[config.mk]
export PLATFORM = sky130hd
export DESIGN_NAME = julia_escape_time_pixel_core
export DESIGN_NICKNAME = d
export VERILOG_FILES = /design/src/rtl/core/julia_pkg.sv /design/src/rtl/core/julia_escape_time_pixel_core.sv /design/src/rtl/core/julia_mul.sv /design/src/rtl/core/julia_div.sv
export SDC_FILE = /design/constraint.sdc
export NUM_CORES = 2
export LEC_CHECK = 0
export ABC_AREA = 1
export BUFFER_PORTS_ARGS = -buffer_cell sky130_fd_sc_hd__buf_2
export CORE_UTILIZATION = 44
export DETAILED_ROUTE_END_ITERATION = 12
export PLACE_DENSITY = 0.68
export SETUP_SLACK_MARGIN = 0.15
export SKIP_LAST_GASP = 1
export SLEW_MARGIN = 40
export SYNTH_ARGS = -nofsm -noshare
export SYNTH_HDL_FRONTEND = slang
export SYNTH_SLANG_ARGS = --single-unit
[constraint.sdc]
create_clock -name clk -period 12.5 [get_ports clk]
set_input_delay 0.625 -clock clk [delete_from_list [all_inputs] [get_ports clk]]
set_output_delay 0.625 -clock clk [all_outputs]
set_load 0.02 [all_outputs]
[src/rtl/core/julia_pkg.sv]
package julia_pkg;

  // Fixed-point format and index width.
  localparam int FRAC_BITS  = 24;
  localparam int INDEX_BITS = 12;

  // Field widths.
  localparam int COORD_W = 32;
  localparam int STEP_W  = 25;
  localparam int ITER_W  = 16;
  localparam int RED_W   = 8;
  localparam int IDX_W   = 12;
  localparam int CFG_AW  = 3;
  localparam int CFG_DW  = 32;

  // Multiplier operand and product widths.
  localparam int MUL_IN_W  = 33;
  localparam int MUL_OUT_W = 2 * MUL_IN_W;

  // Divider widths: the dividend is 255 * count.
  localparam int DIVD_W = ITER_W + RED_W;

  // Only the low INDEX_BITS bits of an index are used.
  localparam logic [IDX_W-1:0] IDX_MASK = IDX_W'((64'd1 << INDEX_BITS) - 64'd1);

  // Escape threshold: |z|^2 compared against 16 in the squared scale.
  localparam logic [64:0] ESC_LIMIT = 65'(65'd16 << (2 * FRAC_BITS));

  // Configuration register indexes.
  localparam logic [CFG_AW-1:0] CFG_C_REAL   = 3'd0;
  localparam logic [CFG_AW-1:0] CFG_C_IMAG   = 3'd1;
  localparam logic [CFG_AW-1:0] CFG_X_START  = 3'd2;
  localparam logic [CFG_AW-1:0] CFG_Y_START  = 3'd3;
  localparam logic [CFG_AW-1:0] CFG_X_STEP   = 3'd4;
  localparam logic [CFG_AW-1:0] CFG_Y_STEP   = 3'd5;
  localparam logic [CFG_AW-1:0] CFG_MAX_ITER = 3'd6;

  // Reset values of the configuration registers.
  localparam logic signed [COORD_W-1:0] RST_C_REAL  = -32'sd11744051;
  localparam logic signed [COORD_W-1:0] RST_C_IMAG  = 32'sd4362076;
  localparam logic signed [COORD_W-1:0] RST_X_START = -32'sd25165824;
  localparam logic signed [COORD_W-1:0] RST_Y_START = -32'sd16777216;
  localparam logic [STEP_W-1:0]         RST_X_STEP  = 25'd50332;
  localparam logic [STEP_W-1:0]         RST_Y_STEP  = 25'd33554;
  localparam logic [ITER_W-1:0]         RST_MAX_ITER = 16'd1000;

  typedef struct packed {
    logic [IDX_W-1:0] col_index;
    logic [IDX_W-1:0] row_index;
  } pixel_in_t;

  typedef struct packed {
    logic [ITER_W-1:0] iterations;
    logic [RED_W-1:0]  red_level;
  } pixel_out_t;

  // Operand pairs the shared multiplier can form.
  typedef enum logic [2:0] {
    MUL_COL_X,
    MUL_ROW_Y,
    MUL_RE_RE,
    MUL_IM_IM,
    MUL_RE_IM
  } mul_sel_t;

  // Sequencer states.
  typedef enum logic [3:0] {
    ST_IDLE,
    ST_XMUL,
    ST_YMUL,
    ST_YSET,
    ST_RR,
    ST_II,
    ST_RI,
    ST_UPD,
    ST_FINISH,
    ST_DIV
  } state_t;

  // Divider result returned to the sequencer.
  typedef struct packed {
    logic             valid;
    logic [RED_W-1:0] quotient;
  } div_res_t;

  // Saturate a wide signed value to the signed 32 bit range.
  function automatic logic signed [COORD_W-1:0] sat32(input logic signed [MUL_OUT_W-1:0] v);
    logic signed [COORD_W-1:0] r;
    if ((&v[MUL_OUT_W-1:COORD_W-1]) || !(|v[MUL_OUT_W-1:COORD_W-1])) begin
      r = v[COORD_W-1:0];
    end else if (v[MUL_OUT_W-1]) begin
      r = {1'b1, {(COORD_W-1){1'b0}}};
    end else begin
      r = {1'b0, {(COORD_W-1){1'b1}}};
    end
    return r;
  endfunction

endpackage

[src/rtl/core/julia_escape_time_pixel_core.sv]
// Julia set escape-time engine for one pixel at a time.
// Configuration: cfg_we writes cfg_wdata into register cfg_addr (c_real, c_imag,
// x_start, y_start, x_step, y_step, max_iter) at the clock edge; write only
// while the core is idle. There is no read-back.
// Input: a pixel transaction is taken at an edge where start is high and busy
// is low; pixel carries the column and row index.
// Output: done is high for exactly one cycle while result holds the iteration
// count and the red level; the receiver must take it in that cycle.
// Steps: the start point takes col*x_step and row*y_step; each iteration then
// takes re*re, im*im and re*im on the shared 33x33 multiplier, then the update,
// until the limit ends the orbit or it escapes. The red level then comes from
// the eight-step restoring divider; with max_iter = 0 the divider is skipped.
// One pixel at a time: busy stays high until the result cycle, and a new
// transaction may be taken in the cycle done is high.
// Reset: rst is synchronous; it returns the sequencer to idle, drops done and
// restores the default registers (c = -0.7 + 0.26i, window from -1.5 - 1.0i,
// max_iter = 1000).
module julia_escape_time_pixel_core (
  input  logic                              clk,
  input  logic                              rst,
  input  logic                              start,
  output logic                              busy,
  input  julia_pkg::pixel_in_t              pixel,
  output logic                              done,
  output julia_pkg::pixel_out_t             result,
  input  logic                              cfg_we,
  input  logic [julia_pkg::CFG_AW-1:0]      cfg_addr,
  input  logic [julia_pkg::CFG_DW-1:0]      cfg_wdata
);
  import julia_pkg::*;

  // Configuration registers.
  logic signed [COORD_W-1:0] c_real;
  logic signed [COORD_W-1:0] c_imag;
  logic signed [COORD_W-1:0] x_start;
  logic signed [COORD_W-1:0] y_start;
  logic [STEP_W-1:0]         x_step;
  logic [STEP_W-1:0]         y_step;
  logic [ITER_W-1:0]         max_iter;

  // Sequencer and datapath registers.
  state_t                     state;
  state_t                     state_next;
  logic [IDX_W-1:0]           col;
  logic [IDX_W-1:0]           row;
  logic signed [COORD_W-1:0]  re;
  logic signed [COORD_W-1:0]  im;
  logic [63:0]                rr;
  logic signed [63:0]         diff;
  logic [ITER_W-1:0]          count;

  // Shared units.
  mul_sel_t                   mul_sel;
  logic signed [MUL_OUT_W-1:0] prod;
  logic                       div_start;
  logic [DIVD_W-1:0]          div_dividend;
  div_res_t                   div_res;

  // Combinational terms of the escape test and the update.
  logic [64:0]                esc_sum;
  logic                       escaped;
  logic                       at_limit;
  logic signed [MUL_OUT_W-1:0] ri2;
  logic signed [COORD_W-1:0]  re_upd;
  logic signed [COORD_W-1:0]  im_upd;
  logic signed [COORD_W-1:0]  re_init;
  logic signed [COORD_W-1:0]  im_init;

  // Configuration writes.
  always_ff @(posedge clk) begin
    if (rst) begin
      c_real   <= RST_C_REAL;
      c_imag   <= RST_C_IMAG;
      x_start  <= RST_X_START;
      y_start  <= RST_Y_START;
      x_step   <= RST_X_STEP;
      y_step   <= RST_Y_STEP;
      max_iter <= RST_MAX_ITER;
    end else if (cfg_we) begin
      unique case (cfg_addr)
        CFG_C_REAL:   c_real   <= $signed(cfg_wdata[COORD_W-1:0]);
        CFG_C_IMAG:   c_imag   <= $signed(cfg_wdata[COORD_W-1:0]);
        CFG_X_START:  x_start  <= $signed(cfg_wdata[COORD_W-1:0]);
        CFG_Y_START:  y_start  <= $signed(cfg_wdata[COORD_W-1:0]);
        CFG_X_STEP:   x_step   <= cfg_wdata[STEP_W-1:0];
        CFG_Y_STEP:   y_step   <= cfg_wdata[STEP_W-1:0];
        CFG_MAX_ITER: max_iter <= cfg_wdata[ITER_W-1:0];
        default: ;
      endcase
    end
  end

  julia_mul u_mul (
    .clk    (clk),
    .sel    (mul_sel),
    .col    (col),
    .row    (row),
    .x_step (x_step),
    .y_step (y_step),
    .re     (re),
    .im     (im),
    .prod   (prod)
  );

  // 255 * count as a shift and a subtract.
  assign div_dividend = ({count, 8'b0}) - DIVD_W'(count);

  julia_div u_div (
    .clk      (clk),
    .rst      (rst),
    .start    (div_start),
    .dividend (div_dividend),
    .divisor  (max_iter),
    .res      (div_res)
  );

  // Escape test on re^2 + im^2, both squares being non-negative.
  assign esc_sum  = {1'b0, rr} + {1'b0, prod[63:0]};
  assign escaped  = (esc_sum >= ESC_LIMIT);
  assign at_limit = (count >= max_iter);

  // Next point: floor shifts are arithmetic right shifts.
  assign ri2     = prod <<< 1;
  assign re_upd  = sat32(MUL_OUT_W'(diff >>> FRAC_BITS) + MUL_OUT_W'(c_real));
  assign im_upd  = sat32((ri2 >>> FRAC_BITS) + MUL_OUT_W'(c_imag));
  assign re_init = sat32(MUL_OUT_W'(x_start) + prod);
  assign im_init = sat32(MUL_OUT_W'(y_start) + prod);

  // State register.
  always_ff @(posedge clk) begin
    if (rst) begin
      state <= ST_IDLE;
    end else begin
      state <= state_next;
    end
  end

  // Next state and unit controls.
  always_comb begin
    state_next = state;
    mul_sel    = MUL_RE_RE;
    div_start  = 1'b0;
    unique case (state)
      ST_IDLE: begin
        if (start) begin
          state_next = ST_XMUL;
        end
      end
      ST_XMUL: begin
        mul_sel    = MUL_COL_X;
        state_next = ST_YMUL;
      end
      ST_YMUL: begin
        mul_sel    = MUL_ROW_Y;
        state_next = ST_YSET;
      end
      ST_YSET: begin
        state_next = ST_RR;
      end
      ST_RR: begin
        mul_sel    = MUL_RE_RE;
        state_next = at_limit ? ST_FINISH : ST_II;
      end
      ST_II: begin
        mul_sel    = MUL_IM_IM;
        state_next = ST_RI;
      end
      ST_RI: begin
        mul_sel    = MUL_RE_IM;
        state_next = escaped ? ST_FINISH : ST_UPD;
      end
      ST_UPD: begin
        state_next = ST_RR;
      end
      ST_FINISH: begin
        if (max_iter == '0) begin
          state_next = ST_IDLE;
        end else begin
          div_start  = 1'b1;
          state_next = ST_DIV;
        end
      end
      ST_DIV: begin
        if (div_res.valid) begin
          state_next = ST_IDLE;
        end
      end
      default: begin
        state_next = ST_IDLE;
      end
    endcase
  end

  assign busy = (state != ST_IDLE);

  // Datapath registers follow the sequencer.
  always_ff @(posedge clk) begin
    unique case (state)
      ST_IDLE: begin
        if (start) begin
          col   <= pixel.col_index & IDX_MASK;
          row   <= pixel.row_index & IDX_MASK;
          count <= '0;
        end
      end
      ST_YMUL: re <= re_init;
      ST_YSET: im <= im_init;
      ST_II:   rr <= prod[63:0];
      ST_RI:   diff <= $signed(rr - prod[63:0]);
      ST_UPD: begin
        re    <= re_upd;
        im    <= im_upd;
        count <= count + 1'b1;
      end
      default: ;
    endcase
  end

  // Result register and its one-cycle strobe.
  always_ff @(posedge clk) begin
    if (rst) begin
      done <= 1'b0;
    end else begin
      done <= ((state == ST_FINISH) && (max_iter == '0)) ||
              ((state == ST_DIV) && div_res.valid);
    end
  end

  always_ff @(posedge clk) begin
    if ((state == ST_FINISH) && (max_iter == '0)) begin
      result.iterations <= count;
      result.red_level  <= '0;
    end else if ((state == ST_DIV) && div_res.valid) begin
      result.iterations <= count;
      result.red_level  <= div_res.quotient;
    end
  end

endmodule

[src/rtl/core/julia_mul.sv]
module julia_mul (
  input  logic                                     clk,
  input  julia_pkg::mul_sel_t                      sel,
  input  logic [julia_pkg::IDX_W-1:0]              col,
  input  logic [julia_pkg::IDX_W-1:0]              row,
  input  logic [julia_pkg::STEP_W-1:0]             x_step,
  input  logic [julia_pkg::STEP_W-1:0]             y_step,
  input  logic signed [julia_pkg::COORD_W-1:0]     re,
  input  logic signed [julia_pkg::COORD_W-1:0]     im,
  output logic signed [julia_pkg::MUL_OUT_W-1:0]   prod
);
  import julia_pkg::*;

  logic signed [MUL_IN_W-1:0] op_a;
  logic signed [MUL_IN_W-1:0] op_b;

  // Choose the operand pair; indexes and steps are unsigned and zero extended.
  always_comb begin
    unique case (sel)
      MUL_COL_X: begin
        op_a = $signed(MUL_IN_W'(col));
        op_b = $signed(MUL_IN_W'(x_step));
      end
      MUL_ROW_Y: begin
        op_a = $signed(MUL_IN_W'(row));
        op_b = $signed(MUL_IN_W'(y_step));
      end
      MUL_RE_RE: begin
        op_a = MUL_IN_W'(re);
        op_b = MUL_IN_W'(re);
      end
      MUL_IM_IM: begin
        op_a = MUL_IN_W'(im);
        op_b = MUL_IN_W'(im);
      end
      MUL_RE_IM: begin
        op_a = MUL_IN_W'(re);
        op_b = MUL_IN_W'(im);
      end
      default: begin
        op_a = '0;
        op_b = '0;
      end
    endcase
  end

  // The product is registered before anything uses it.
  always_ff @(posedge clk) begin
    prod <= op_a * op_b;
  end

endmodule

[src/rtl/core/julia_div.sv]
module julia_div (
  input  logic                             clk,
  input  logic                             rst,
  input  logic                             start,
  input  logic [julia_pkg::DIVD_W-1:0]     dividend,
  input  logic [julia_pkg::ITER_W-1:0]     divisor,
  output julia_pkg::div_res_t              res
);
  import julia_pkg::*;

  logic [DIVD_W-1:0] rem;
  logic [DIVD_W-1:0] dsh;
  logic [RED_W-1:0]  quo;
  logic [2:0]        step;
  logic              active;
  logic              valid;
  logic              fits;

  // The quotient is known to be below 256, so eight restoring steps suffice.
  assign fits = (rem >= dsh);

  always_ff @(posedge clk) begin
    if (rst) begin
      active <= 1'b0;
      valid  <= 1'b0;
    end else begin
      valid <= active && (step == 3'd0);
      if (start) begin
        active <= 1'b1;
      end else if (active && (step == 3'd0)) begin
        active <= 1'b0;
      end
    end
  end

  // One quotient bit per cycle, most significant first.
  always_ff @(posedge clk) begin
    if (start) begin
      rem  <= dividend;
      dsh  <= {1'b0, divisor, 7'b0};
      quo  <= '0;
      step <= 3'd7;
    end else if (active) begin
      if (fits) begin
        rem <= rem - dsh;
      end
      quo  <= {quo[RED_W-2:0], fits};
      dsh  <= dsh >> 1;
      step <= step - 3'd1;
    end
  end

  assign res.valid    = valid;
  assign res.quotient = quo;

endmodule

After elaboration in Yosys (flattened, before gate mapping). Index checks and enable logic that the tools add are counted.

Flip-flop bits (word level): 581. Latch bits: 0. RAM bits: 0. Bits in read-only memories: 0. Input port bits: 63. Output and inout bits: 26. Word-level logic and storage cells: 140. Memories: 0.

$add $sub $neg: 10. $mul: 1. Divide/modulo/power cells: 0. Magnitude comparators: 3. Equality and inequality tests: 21. Shift operators: 0. Muxes and demuxes: 32. Bitwise gates (word level): 0. Reduce and logical (&&, ||, !) cells: 47.

Operators with widths (count): case mux 33 bit (4 select lines) (2); 2-to-1 mux 32 bit (8); AND reduction 35 bit (4); OR reduction 35 bit (4); adder 32 x 66 -> 66 bit (2); case mux 32 bit (2 select lines) (2); 2-to-1 mux 24 bit (5); multiplier 33 x 33 -> 66 bit (1); adder 64 x 64 -> 65 bit (1); greater-or-equal comparator 65 x 53 -> 1 bit, second input constant (1); subtractor 64 bit (1); 2-to-1 mux 23 bit (2); adder 42 x 32 -> 43 bit (1); adder 40 x 32 -> 41 bit (1); case mux 4 bit (9 select lines) (1); case mux 16 bit (2 select lines) (1); greater-or-equal comparator 24 x 23 -> 1 bit (1); subtractor 24 x 16 -> 24 bit (1); subtractor 24 x 23 -> 24 bit (1); AND reduction 2 bit (11); 2-to-1 mux 4 bit (5); adder 16 x 1 -> 16 bit, second input constant (1); equality test 4 x 3 -> 1 bit, second input constant (4); greater-or-equal comparator 16 bit (1); 21 further kinds (52).

Longest topological paths before layout.
Word-level depth: 6. Mapped depth: 42. Mapped depth without buffers: 40.

Cells and area by module. From an unflattened synthesis, not the netlist that was laid out.

Cells, all modules: 13049. Area, all modules: 90217.8 um2.

Modules (own cells, without submodules): julia_escape_time_pixel_core (instances 1, cells an instance 7166, area each 43919.6 um2, sequential area each 10870.4 um2); julia_mul (instances 1, cells an instance 5271, area each 42079.1 um2, sequential area each 1321.3 um2); julia_div (instances 1, cells an instance 612, area each 4219.0 um2, sequential area each 1601.5 um2).

Worst setup path after synthesis. OpenSTA, ideal clock, no wires.

Path kind: register to register. From: register state[0]. To: register u_mul.prod[48] (netlist bit). Data arrival time: 9.714 ns. Setup slack: 2.715 ns. Cell stages (with the launch flop): 35. Path buffers: 2. Period minus slack after synthesis: 9.785 ns. Cell sequence: dfxtp_1 -> inv_1 -> nor2_1 -> inv_1 -> nor2_1 -> clkbuf_1 -> a22oi_1 -> inv_1 -> clkbuf_1 -> nand2_1 -> fa_1 -> fa_1 -> inv_1 -> fa_1 -> inv_1 -> fa_1 -> fa_1 -> inv_1 -> fa_1 -> fa_1 -> inv_1 -> fa_1 -> inv_1 -> ha_1 -> nand2_1 -> nor2_1 -> inv_1 -> nor3_1 -> inv_1 -> o21ai_0 -> a21oi_1 -> o31ai_1 -> a21oi_1 -> o21bai_1 -> xor2_1.

Word-level cells in the longest chain between the ends: 6. Elaborated cells between the ends (all ways): 15. Those cells by class: mul (1); eq/ne (8); mux (3); reduce/logical (3).

Ends and longest elaborated chain: start, declared (RTL line julia_escape_time_pixel_core.sv:42) `state_t state;`; start signal, assigned (RTL line julia_escape_time_pixel_core.sv:134) `state <= state_next;`; equality test 4 x 3 -> 1 bit, or another cell as far along (RTL line julia_escape_time_pixel_core.sv:143) `unique case (state)`; case mux 3 bit (4 select lines) (*) (RTL line julia_escape_time_pixel_core.sv:143); equality test 3 x 2 -> 1 bit or equality test 3 bit (tied branches) (RTL line julia_mul.sv:19) `unique case (sel)`; OR reduction 2 bit (no source line); case mux 33 bit (4 select lines) (RTL line julia_mul.sv:19); multiplier 33 x 33 -> 66 bit (*) (RTL line julia_mul.sv:49) `prod <= op_a * op_b;`; end signal, assigned (RTL line julia_mul.sv:49); end, declared (RTL line julia_mul.sv:10) `output logic signed [julia_pkg::MUL_OUT_W-1:0] prod`.

Every way passes the cells marked *; elsewhere a longest branch is shown, timed or not. A chain may end at the register's enable or synchronous reset.

Worst setup path after layout.
From: register state[3]. To: register u_mul.prod[48] (netlist bit).

The elaborated chain is that of the path after synthesis.

==> results.md <==
- Status: finished clean
- Ratio of cells with drive above 1 in the final layout: 4.112%
- Final Instance Area: 95230 µm²
- Dpl hpwl: 269500 µm
- RePlAce Congestion: 1.053
- Postcts setup bufs: 0
- Total number of vias: 82850
- Setup crit start: state[3]
- Most frequent CP cell: inv_1
- Num rows: 165
- # IOs: 89
- Max H-tree Level: 3
- Syn_nets: 14720
- Die area: 205100 µm²
- Multi-input gate area: 63110 µm²
- Mapped Cells: 12920
- Setup TNS: 0 ns
- DP Area: 93010 µm²
- Clk_lat worst skew: 0.71 ns
- Cts repair resizes: 0
- CTS Sinks: 557
- Max clock buf depth: 3
- Max-capacitance violation count: 0
- CP Data Arrival Time: 11.16 ns
- Chip width: 452.9 µm
- Worst hold path type: input port to flip-flop
- Via density: 5.321
- Req. time, crit path: 13.12 ns
- Crit path largest cell delay: 0.68 ns
- CTS buffer count: 66
- Worst slew pin tran: 1.023 ns
- Starting Density: 44.26%
- Startpoint Class: flip-flop
- Worst min-delay path startpoint: pixel[10]
- Synth top area share: 25.27%
- Reg2reg start: state[3]
- Cell Area, Synth: 89450 µm²
- Top post-synthesis cells by count: nand2_1 (3621), inv_1 (3032), fa_1 (1129)
- Unrepaired setup endpoints after global routing: no
- Slew Viols, Final: 0
- Critical path type: flip-flop to flip-flop
- Count leader, synth: nand2_1
- Antenna Violating Nets Remaining: 0
- Yosys top cell by area: fa_1
- First-pass GRT wire length: 496100 µm
- Crit end category: flip-flop
- Mean Syn Cell Area: 6.922 µm²
- # port buffers: 88
- WL final: 331000 µm
- Yosys reg bits: 557
- Synth Flop Type: dfxtp_1
- Initial antenna violation count: 23
- Endpoints failing setup: 0
- Die Ht: 452.9 µm
- Async SR Flop Fraction: 0%
- Drt wl/cell: 21.26 µm
- Rel. slew slack: 31.71%
- Vias in the first global route: 80140
- Setup slack, reg-to-reg: 1.96 ns
- CTS Hold Buffers Added: 0
- FILL cells: 20730
- Clk_skew: 0.04869 ns
- Root Driver: clkbuf_16
- Core ar.: 202100 µm²
- # DRC: 0
- Overflow after GRT: 0
- Area growth, synth to finish: 6.452%
- Clock-pin slew on the worst setup and hold paths: 0.07 ns
- CTS tree: yes
- Seq/Total Area, Yosys: 15.42%
- EDFF count, synth: 264
- Fin nets: 14640
- Clock period minus final worst setup slack: 10.54 ns
- Dominant cells by area after synthesis: fa_1 (25%), nand2_1 (15%), inv_1 (13%), edfxtp_1 (8.9%), ha_1 (8.5%)
- Post-synth cell types: 60
- CP max FO: 30
- Final period utilization: 84.29%
- GR Util All Layers: 32.22%
- Reg area: 13820 µm²
- Hold Fails Final Rpt: 0
- Fmax: 94.91 MHz
- DRT iter0 DRCs: 9078
- DRT Pass-1 Iters: 12
- Critical path's slowest cell: o31ai_1
- Largest net degree at the start of global routing: 88
- Synth Warn #: 0
## registers in the layout, summed over array words and instances, names as in the netlist, 23 cells and up
signal      cells
y_start        32
re             32
rr             64
c_imag         32
result         24
u_div.rem      24
u_mul.prod     66
im             32
diff           40
y_step         25
u_div.dsh      23
c_real         32
x_step         25
x_start        32
## cell usage in the layout, fill, tap and decap left out, types with 11 or more instances in the layout
| cell type | count |
|---|---|
| nand2_1 | 3617 |
| inv_1 | 3026 |
| fa_1 | 1129 |
| nor2_1 | 1092 |
| a21oi_1 | 616 |
| ha_1 | 606 |
| nand3_1 | 443 |
| o21ai_0 | 441 |
| dfxtp_1 | 273 |
| edfxtp_1 | 264 |
| xor2_1 | 179 |
| buf_4 | 110 |
| nand4_1 | 105 |
| nor3_1 | 96 |
| buf_2 | 88 |
| a31oi_1 | 72 |
| clkbuf_16 | 68 |
| xnor2_1 | 66 |
| a21oi_2 | 61 |
| a21o_1 | 40 |
| o21bai_1 | 39 |
| nor4_1 | 36 |
| o211ai_1 | 33 |
| a22oi_1 | 28 |
| nor2_2 | 25 |
| or2_2 | 22 |
| o21a_1 | 20 |
| dfxtp_2 | 20 |
| and3_1 | 19 |
| nand3_2 | 17 |
| nand2_2 | 17 |
| a21boi_0 | 17 |
| and2_1 | 16 |
| inv_2 | 12 |
| o21ai_1 | 11 |
| o22ai_4 | 11 |
## worst max-delay path: cells and delay by family (launching register included)
kind / cells / cell delay (ns)
and+or+nand+nor: 7 / 1.22
xor gates and xnor gates: 1 / 0.15
adders and majority gates: 9 / 4.41
buffers and inverters: 13 / 2.21
AOI/OAI and AO/OA: 6 / 2.04
DFF: 1 / 0.38
## area by class of cell
| cell class | instances | share of cell area, % |
|---|---|---|
| clock buffers | 82 | 1.875 |
| diodes | 8 | 0.02102 |
| inverters | 3045 | 12.01 |
| clock inverters | 38 | 0.3994 |
| well taps | 2672 | 3.511 |
| flip-flops and latches | 557 | 14.51 |
| repair buffers | 202 | 1.398 |
| multi-input cells | 8965 | 66.28 |
## per-layer routing
layer  global-route usage [%]  up-vias  share of wire [%]
li1                         -    38910                  -
met5                        0        -              0.014
met2                    49.06     3557                 43
met1                    43.36    39750                 41
met3                    6.527      618                 10
met4                    16.15        6                5.8
## kinds of logic after synthesis
kind of cell	after synthesis	synth area share [%]
flops	557	15.42
buf+inv	3401	14.39
simple gates	5525	24.76
xor+xnor	245	2.399
mux	7	0.08812
fa+ha+maj	1735	33.74
compound gates	1453	9.202
## stage by stage
stage / cells / hold WS [ns] / util, % / setup WS (ns)
after detailed placement: 15440 / 0.4428 / 46.02 / 1.990
after global routing: 15560 / 0.08724 / 47.11 / 1.487
after floorplan: 12920 / 0.4289 / - / 2.715
after CTS: 15560 / 0.07165 / 47.09 / 1.919
after global placement: 15440 / 0.4397 / 45.97 / 1.960
final: 15570 / 0.1089 / 47.11 / 1.963
## path summary, 6_finish.rpt
kind                     to  depth (start not counted)
max          u_mul.prod[48]                         36
min                 row[10]                          1
max reg2reg  u_mul.prod[48]                         36
min reg2reg      x_step[15]                          2
Power is not shown: default switching activity piles up to over one toggle a cycle in this logic, so the estimate is an artifact.
